--- config.mk ---
export PLATFORM = sky130hd
export DESIGN_NAME = hptc_div
export DESIGN_NICKNAME = d
export VERILOG_FILES = /design/src/rtl/hptc_div.sv
export SDC_FILE = /design/constraint.sdc
export NUM_CORES = 2
export LEC_CHECK = 0
export BUFFER_PORTS_ARGS = -buffer_cell sky130_fd_sc_hd__buf_4
export CAP_MARGIN = 20
export CORE_AREA = 2 2 468 470
export DETAILED_ROUTE_END_ITERATION = 8
export DIE_AREA = 0 0 470 472
export PLACE_DENSITY = 0.75
export SYNTH_ARGS = -nofsm -noshare
export SYNTH_HDL_FRONTEND = slang
export SYNTH_SLANG_ARGS = --single-unit
--- constraint.sdc ---
create_clock -name clk -period 3.5 [get_ports clk]
set_clock_uncertainty 0.05 [all_clocks]
set_input_delay 0.7 -clock clk [delete_from_list [all_inputs] [get_ports clk]]
set_output_delay 0.7 -clock clk [all_outputs]
set_load 0.02 [all_outputs]
--- src/rtl/hptc_div.sv ---
module hptc_div (
  input  logic        clk,
  input  logic [31:0] dividend,
  input  logic [31:0] divisor,
  output logic [31:0] quotient
);

  // One restoring step per stage; a zero divisor yields all ones.
  logic [31:0] rem [32];
  logic [31:0] quo [32];
  logic [31:0] dvd [32];
  logic [31:0] dsr [32];

  function automatic logic step_fit(input logic [31:0] r, input logic b, input logic [31:0] d);
    return {r, b} >= {1'b0, d};
  endfunction

  function automatic logic [31:0] step_rem(input logic [31:0] r, input logic b,
                                           input logic [31:0] d);
    logic [32:0] trial;
    trial = {r, b};
    return (trial >= {1'b0, d}) ? 32'(trial - {1'b0, d}) : trial[31:0];
  endfunction

  always_ff @(posedge clk) begin
    rem[0] <= step_rem(32'd0, dividend[31], divisor);
    quo[0] <= {31'd0, step_fit(32'd0, dividend[31], divisor)};
    dvd[0] <= {dividend[30:0], 1'b0};
    dsr[0] <= divisor;
    for (int i = 1; i < 32; i++) begin
      rem[i] <= step_rem(rem[i-1], dvd[i-1][31], dsr[i-1]);
      quo[i] <= {quo[i-1][30:0], step_fit(rem[i-1], dvd[i-1][31], dsr[i-1])};
      dvd[i] <= {dvd[i-1][30:0], 1'b0};
      dsr[i] <= dsr[i-1];
    end
  end

  assign quotient = quo[31];

endmodule

==> run summary <==
Worst-Skew Late Latency = 950 ps
Clock-pin slew on the worst setup and hold paths = 70 ps
Max VDD drop = 0.0004928 V
Clk root buf = clkbuf_16
Cell mode on critical path = o31a_1
Area taken by flip-flops and latches = 60250 sq um
Flops & latches, synth = 3008
Final period util = 1.020
Largest net degree at the start of global routing = 56
P_leak = 69.55 nW
Buf+Inv Stages, Crit Path = 2
Multi-input logic area = 58530 sq um
CTS Buf Count = 311
Cell Rows = 171
Synth warn = 0
Maxcap violations = 0
Total GRT Usage = 0.2628
First-pass DRT Iterations = 6
Final Slew Violations = 0
Status = finished, violations left
Port bufs = 96
Most common cell after layout, fill and taps aside = dfxtp_1
Max-slew headroom = 0.4875
Final instance area = 145500 sq um
DP Area = 131500 sq um
DRT Wirelength = 304800 um
Worst Tran Pin Value = 749.4 ps
Worst Path Required = 4300 ps
Max Clk Rate = 280.1 MHz
Crit path max-delay family = compound AO/OA/AOI/OAI gates
Grt total ovfl = 0
Post-synth EDFFs = 0
Pre-CTS setup slack = -295.6 ps
Net count after synthesis = 13794
Final worst slack = -70.30 ps
Global-route wire length before repair = 475700 um
Initial Utilization = 0.5683
Core area = 216500 sq um
Seq/Total Area, Yosys = 0.4894
Setup violations, final = 23
Vias in the first global route = 91579
CP max stage delay = 400 ps
Residual DRC = 0
Final Hold Fails = 0
Layout area overhead = 18.25%
CP max FO = 4
Initial antenna violation count = 8
Die ar. = 221800 sq um
Clk sinks = 3008
Final Critical Period = 3570 ps
Critical Path Start Type = flop
Die Span Y = 472 um
Wirelength per Cell = 18.28 um
Synth Instances = 12705
Die Wd = 470 um
Layout cells sized above 1 = 0.1457
Slowest cell on crit path = o31a_1
Critical path type = flop to flop
Final Core Density = 0.6720
DR iter-0 viols = 5951
CTS tree = done
Post-DP HPWL = 228500 um
Via count = 92047
Final net count = 14697
Worst-case clock buffer depth = 4
Power per cell area = 634.8 nW/um^2
Commonest cells after routing, fill and taps aside = dfxtp_1, inv_1, ha_1, a21oi_1, nand2_1
H-Tree Depth = 5
Total Power = 92.36 mW
CP Capture Type = flop
Worst min path class = flop to flop
Violated checks = setup timing
CP cell instances = inv_2 > ha_4 > nor2b_4 > o31a_1 > o31a_1 > o211a_1 > o31a_1 > a31oi_4 > o31ai_4 > o221a_4 > o32ai_4 > clkbuf_16 > mux2_4
Critical path arrival = 4370 ps
Cell Area, Synth = 123000 sq um
Setup TNS = -613.3 ps
Syn Area/Cell = 9.685 sq um
Post-synthesis async set-or-reset flop share = 0
RSZ-0062 raised after global routing = true
Distinct cells, synth = 92
Antenna Nets Post-Route = 0
Top FF cell, synth = dfxtp_1
Ports = 97
Final GP Congestion = 0.9581
Drt via density = 5.520
Fill cell count = 16665
## synthesized netlist by cell type (38+ instances only)
cell / number / area, sq um
a21boi_0: 63 / 473.0
xnor2_1: 456 / 3994
nand4_1: 151 / 944.7
o21a_1: 122 / 915.9
clkbuf_1: 307 / 1152
nand2_1: 937 / 3517
and3_1: 87 / 544.3
a21oi_1: 992 / 4965
nand2b_1: 161 / 1007
nor4_1: 38 / 237.7
o31ai_1: 80 / 600.6
o21bai_1: 98 / 735.7
nor2b_1: 139 / 869.6
a21o_1: 560 / 4204
xor2_1: 361 / 3162
mux2_2: 299 / 3367
dfxtp_1: 3008 / 60220
o21ai_0: 869 / 4349
nand3_1: 195 / 975.9
nor3_1: 118 / 590.6
ha_1: 994 / 12440
inv_1: 1219 / 4576
a211oi_1: 63 / 473.0
nor2_1: 623 / 2338
o21ai_1: 46 / 230.2
a31oi_1: 107 / 669.4
## path summary, 6_finish.rpt
| kind | from | to | slack (ps) | depth (start not counted) |
|---|---|---|---|---|
| worst min register to register | quo[24][17] | quo[25][18] | 220 | 0 |
| worst min-delay path | quo[24][17] | quo[25][18] | 220 | 0 |
| worst max-delay path | dsr[11][1] | rem[6][3] | -70 | 13 |
| worst max register to register | dsr[11][1] | rem[6][3] | -70 | 13 |
## cell families after synthesis
group,share of synthesized area
mux,0.02995
fa+ha+maj,0.1060
flops,0.4894
simple gates,0.09877
compound gates,0.1694
buf+inv,0.04837
xor+xnor,0.05815
## final cells by class
cell class	count	area share
antenna	2	0.00003440
timing repair buffer	937	0.05677
tap	2854	0.02454
multi-input combinational	8130	0.4023
clock buffer	401	0.05950
clock inverter	124	0.01125
inverter	1220	0.03150
sequential	3008	0.4141
## timing repair
item / in CTS / in global routing
gates resized for setup: 82 / 422
hold buffers: 64 / 0
endpoints found under the hold margin: 64 / 0
buffers inserted: 33 / 58
gates cloned: 8 / 21
pin swaps: 23 / 106
endpoints found under the setup margin: 284 / 836
## report_power, final
group / switching, mW / internal [mW]
registers: 1.70 / 36.9
clock network: 13.2 / 19.8
logic: 11.0 / 9.67
total: 25.9 / 66.4
## state kept, by name (all words and copies together) (netlist names)
register and cells:
dsr 992, rem 992, quo 528, dvd 496
## per-stage QoR
| stage | std cells | hold WS, ps |
|---|---|---|
| 2_1_floorplan | 12705 | 259.6 |
| 5_1_grt | 16675 | 228.7 |
| 3_5_place_dp | 15969 | 262.1 |
| 4_1_cts | 16599 | 218.0 |
| 3_3_place_gp | 15969 | 259.5 |
| 6_report | 16676 | 224.6 |
## metal layers
| layer | vias up | wire (um) | track usage |
|---|---|---|---|
| met5 | - | 30 | 0 |
| met4 | 4 | 14150 | 0.1160 |
| met3 | 818 | 12900 | 0.03233 |
| met2 | 2415 | 150400 | 0.4715 |
| met1 | 43246 | 127400 | 0.3143 |
| li1 | 45564 | - | - |
Power figures use the tool's default switching activity.
