<file path="src/rtl/hptc_pkg.sv">
package hptc_pkg;

  localparam logic [2:0] REG_TEMP_COEFFS = 3'd0;
  localparam logic [2:0] REG_PRESS_A     = 3'd1;
  localparam logic [2:0] REG_PRESS_B     = 3'd2;
  localparam logic [2:0] REG_PRESS_NINE  = 3'd3;
  localparam logic [2:0] REG_HUM_COEFFS  = 3'd4;
  localparam logic [2:0] REG_HAS_HUM     = 3'd5;

  localparam logic [31:0] FINE_OFFSET_P = 32'd64000;
  localparam logic [31:0] PRESS_FULL    = 32'd1048576;
  localparam logic [31:0] PRESS_SCALE   = 32'd3125;
  localparam logic [31:0] FINE_OFFSET_H = 32'd76800;
  localparam logic [31:0] HUM_ROUND     = 32'd16384;
  localparam logic [31:0] HUM_ONE       = 32'd32768;
  localparam logic [31:0] HUM_BIAS      = 32'd2097152;
  localparam logic [31:0] HUM_ROUND2    = 32'd8192;
  localparam logic [31:0] HUM_MAX       = 32'd419430400;

  function automatic logic [31:0] asr(input logic [31:0] x, input int unsigned n);
    logic signed [31:0] s;
    s = $signed(x);
    return $unsigned(s >>> n);
  endfunction

  function automatic logic [31:0] sx16(input logic [15:0] v);
    return {{16{v[15]}}, v};
  endfunction

  function automatic logic [31:0] sx12(input logic [11:0] v);
    return {{20{v[11]}}, v};
  endfunction

  function automatic logic [31:0] sx8(input logic [7:0] v);
    return {{24{v[7]}}, v};
  endfunction

endpackage

</file>
<file path="src/rtl/hptc_fine.sv">
module hptc_fine (
  input  logic        clk,
  input  logic [19:0] adc_t,
  input  logic [47:0] temp_coeffs,
  output logic [31:0] fine,
  output logic [31:0] temp
);

  logic [31:0] t1, t2, t3;
  logic [31:0] v1m, dd, v1, v2m;

  assign t1 = {16'd0, temp_coeffs[15:0]};
  assign t2 = hptc_pkg::sx16(temp_coeffs[31:16]);
  assign t3 = hptc_pkg::sx16(temp_coeffs[47:32]);

  always_ff @(posedge clk) begin
    v1m  <= ({15'd0, adc_t[19:3]} - {15'd0, temp_coeffs[15:0], 1'b0}) * t2;
    dd   <= ({16'd0, adc_t[19:4]} - t1) * ({16'd0, adc_t[19:4]} - t1);
    v1   <= hptc_pkg::asr(v1m, 11);
    v2m  <= hptc_pkg::asr(dd, 12) * t3;
    fine <= v1 + hptc_pkg::asr(v2m, 14);
    // fine * 5 as shift and add, rounded by the constant 128.
    temp <= hptc_pkg::asr({fine[29:0], 2'b00} + fine + 32'd128, 8);
  end

endmodule

</file>
<file path="config.mk">
export PLATFORM = sky130hd
export DESIGN_NAME = hptc_fine
export DESIGN_NICKNAME = d
export VERILOG_FILES = /design/src/rtl/hptc_pkg.sv /design/src/rtl/hptc_fine.sv
export SDC_FILE = /design/constraint.sdc
export NUM_CORES = 2
export LEC_CHECK = 0
export BUFFER_PORTS_ARGS = -buffer_cell sky130_fd_sc_hd__buf_2
export CAP_MARGIN = 0
export CORE_ASPECT_RATIO = 1.25
export CORE_MARGIN = 10
export CORE_UTILIZATION = 45
export DETAILED_ROUTE_END_ITERATION = 12
export GPL_ROUTABILITY_DRIVEN = 0
export GPL_TIMING_DRIVEN = 0
export PLACE_DENSITY_LB_ADDON = 0.3
export SLEW_MARGIN = 0
export SYNTH_ARGS = -nofsm -noshare
export SYNTH_HDL_FRONTEND = slang
export SYNTH_SLANG_ARGS = --single-unit
</file>
<file path="constraint.sdc">
create_clock -name clk -period 10.8 [get_ports clk]
set_input_delay 2.16 -clock clk [delete_from_list [all_inputs] [get_ports clk]]
set_output_delay 2.16 -clock clk [all_outputs]
set_load 0.01 [all_outputs]
</file>
==> results.md <==
- Slowest stage delay, CP: 0.64 ns
- Crit start category: input port
- Post-layout minimum cycle time: 10.47 ns
- Area Growth Syn to Fin: 7.54%
- Skew-Pair Late Insertion Delay: around 0.44 ns
- Most used cell, CP: fa_1
- Type of the tightest min-delay check: register to register
- Grt ovf: 0
- Max-cap viol count: 0
- Total global-route track usage: 21.1%
- Vias in the first global route: approximately 27000
- Drt drc: 0
- Worst endpoint required time: 11.09 ns
- Pin count of the biggest net entering global routing: 17
- Yosys reg bits: 126
- Avg Inst Size Synth: between 9 and 10 um2
- Crit-path max FO: 10
- Maximum clock path buffer count: 2
- Iteration-0 DRC Markers: 1383
- CP endpoint kind: register
- Max Clk Rate: 0.0955 GHz
- Total Routed Length: 90400 um
- Routed len/inst: 18.3 um
- Port Buffer Count: between 100 and 150
- Fin Clk Skew: between 0.015 and 0.02 ns
- Fillers: 7363
- CP max stage cell: clkbuf_1
- CP arrival: roughly 11 ns
- Die Y: between 300 and 400 um
- Post-synth ARST share: 0%
- Top FF cell, synth: dfxtp_1
- Share of layout cells above drive strength 1: roughly 6.2%
- Detail Route Antenna Nets: 0
- Synth top area share: 46.8%
- Fin. Hold Viols: 0
- Area of the core: 77000 um2
- Row count: 114
- Final number of setup-violating endpoints: 0
- Final Cycle Share: 97.0%
- Vias: 25100
- Post-synth EDFFs: 0
- CTS Root Cell: clkbuf_16
- Synthesized instance count: 3785
- Die X: 269 um
- Initial Utilization: 45.2%
- # IOs: 133
- Yosys cell types: 83
- DIE AREA: just under 90000 um2
- Cell family with most CP delay: adder cells
- Synthesized area: approximately 35000 um2
- Via density: a little over 5
- Synth warn: 0
- Clock Pin Slew Worst Setup and Hold Paths: 0.06 ns
- Ranking of synthesized cells by area: fa_1 (47%), ha_1 (11%), inv_1 (11%)
- Slew HR: 31.9%
- Status: finished, final reports clean
- Fin. max-slew vios: 0
- CTS Sinks: 126
- Final net count: 5107
- Multi-input combinational cell area: 28100 um2
- Inserted Clock Buffers: 17
- Global-route wire length before repair: 145000 um
- CTS tree: done
- Setup_tns: 0 ns
- Synthesized Nets: a little under 5000
- Initial antenna violation count: 2
- Seq. cell area: 2520 um2
- 1st-pass router iterations: 5
- Critical path class: input port to register
- Sequential area share after synthesis: 7.24%
- Leading area contributor after synthesis: fa_1
- Slew @ Worst Pin: 1.02 ns
- Post-DP HPWL: 76800 um
- Crit path buf inv count: 5
- Post-CTS Hold Buffers: 0
- H-tree depth: 4
==> sequential cells by signal, indices dropped and copies added, names as in the netlist <==
signal and cells:
v1m 21, v1 21, dd 20, fine 22, temp 24, v2m 18
==> final timing paths <==
| kind | start | endpoint | slack [ns] | cells past startpoint |
|---|---|---|---|---|
| min | v1m[25] | v1[14] | 0.32 | 0 |
| min reg2reg | v1m[25] | v1[14] | 0.32 | 0 |
| max reg2reg | dd[22] | v2m[30] | 3.21 | 23 |
| max | adc_t[12] | dd[30] | 0.33 | 28 |
==> cell type report <==
type | count | area share, %
clock inverter | 15 | 0.444
sequential | 126 | 6.73
timing repair buffer | 120 | 1.65
inverter | 991 | 9.93
buffer | 144 | 1.71
antenna | 2 | 0.0134
tap | 986 | 3.29
clock buffer | 17 | 1.14
multi-input combinational | 2523 | 75.1
==> kinds of logic (layout without fill, tap and decap cells) <==
logic type | after synthesis | count (layout) | synth area share [%]
other cells | 0 | 2 | 0
fa+ha+maj | 1115 | 1115 | 57.6
simple gates | 1000 | 1000 | 13.7
mux | 5 | 5 | 0.180
buf+inv | 1136 | 1287 | 12.5
flops | 126 | 126 | 7.24
compound gates | 240 | 240 | 4.66
xor+xnor | 163 | 163 | 4.16
==> layout by cell type, fill, tap and decap left out, types with 61 or more instances in the layout <==
cell type and count:
inv_1 980, fa_1 813, nand2_1 455, ha_1 300, and2_1 218, nor2_1 139
dfxtp_1 126, buf_2 121, xnor2_1 110, clkbuf_1 99, a21oi_1 61
==> cell usage after synthesis (all sizes together), types with 5 or more instances <==
master / instances
xnor2: 114
a21oi: 64
o21a: 19
dfxtp: 126
nor2b: 28
nor3: 29
nand4: 8
o21bai: 8
inv: 986
or2: 7
nor2: 140
nand3: 26
ha: 300
a211oi: 11
nand2: 456
clkinv: 5
mux2i: 5
and4: 7
and3: 12
fa: 815
nor4: 8
nand2b: 36
and2: 219
o21ai: 40
clkbuf: 117
a21boi: 5
xor2: 48
a31oi: 13
o211ai: 6
or3: 10
buf: 28
a21o: 28
==> through the flow <==
| step | hold slack, ns | utilization, % | setup WS, ns | area, um2 | cells |
|---|---|---|---|---|---|
| after global routing | 0.335 | 48.6 | -0.0499 | 37500 | 4923 |
| final | 0.322 | 48.6 | 0.328 | 37500 | 4924 |
| after CTS | 0.327 | 48.5 | 0.0230 | 37300 | 4916 |
| after floorplan | 0.310 | - | 0.987 | 34800 | 3785 |
| after global placement | 0.313 | 47.6 | -1.13 | 36600 | 4884 |
| after detailed placement | 0.312 | 47.6 | -1.16 | 36600 | 4884 |
==> timing repair <==
item,in CTS,in global routing
gates resized for setup,23,34
hold endpoints to repair,0,0
pin swaps,0,5
setup endpoints to repair,15,11
buffers inserted,0,7
==> layer usage <==
layer | track usage (%) | share of wire, %
met1 | 24.4 | 38
met2 | 39.3 | 53
met3 | 1.94 | 4.4
met4 | 8.81 | 4.5
met5 | 0 | 0
Power is left out: the tool's default activity adds up to more than one toggle a clock period on the data nets, which glitch-free logic cannot reach.
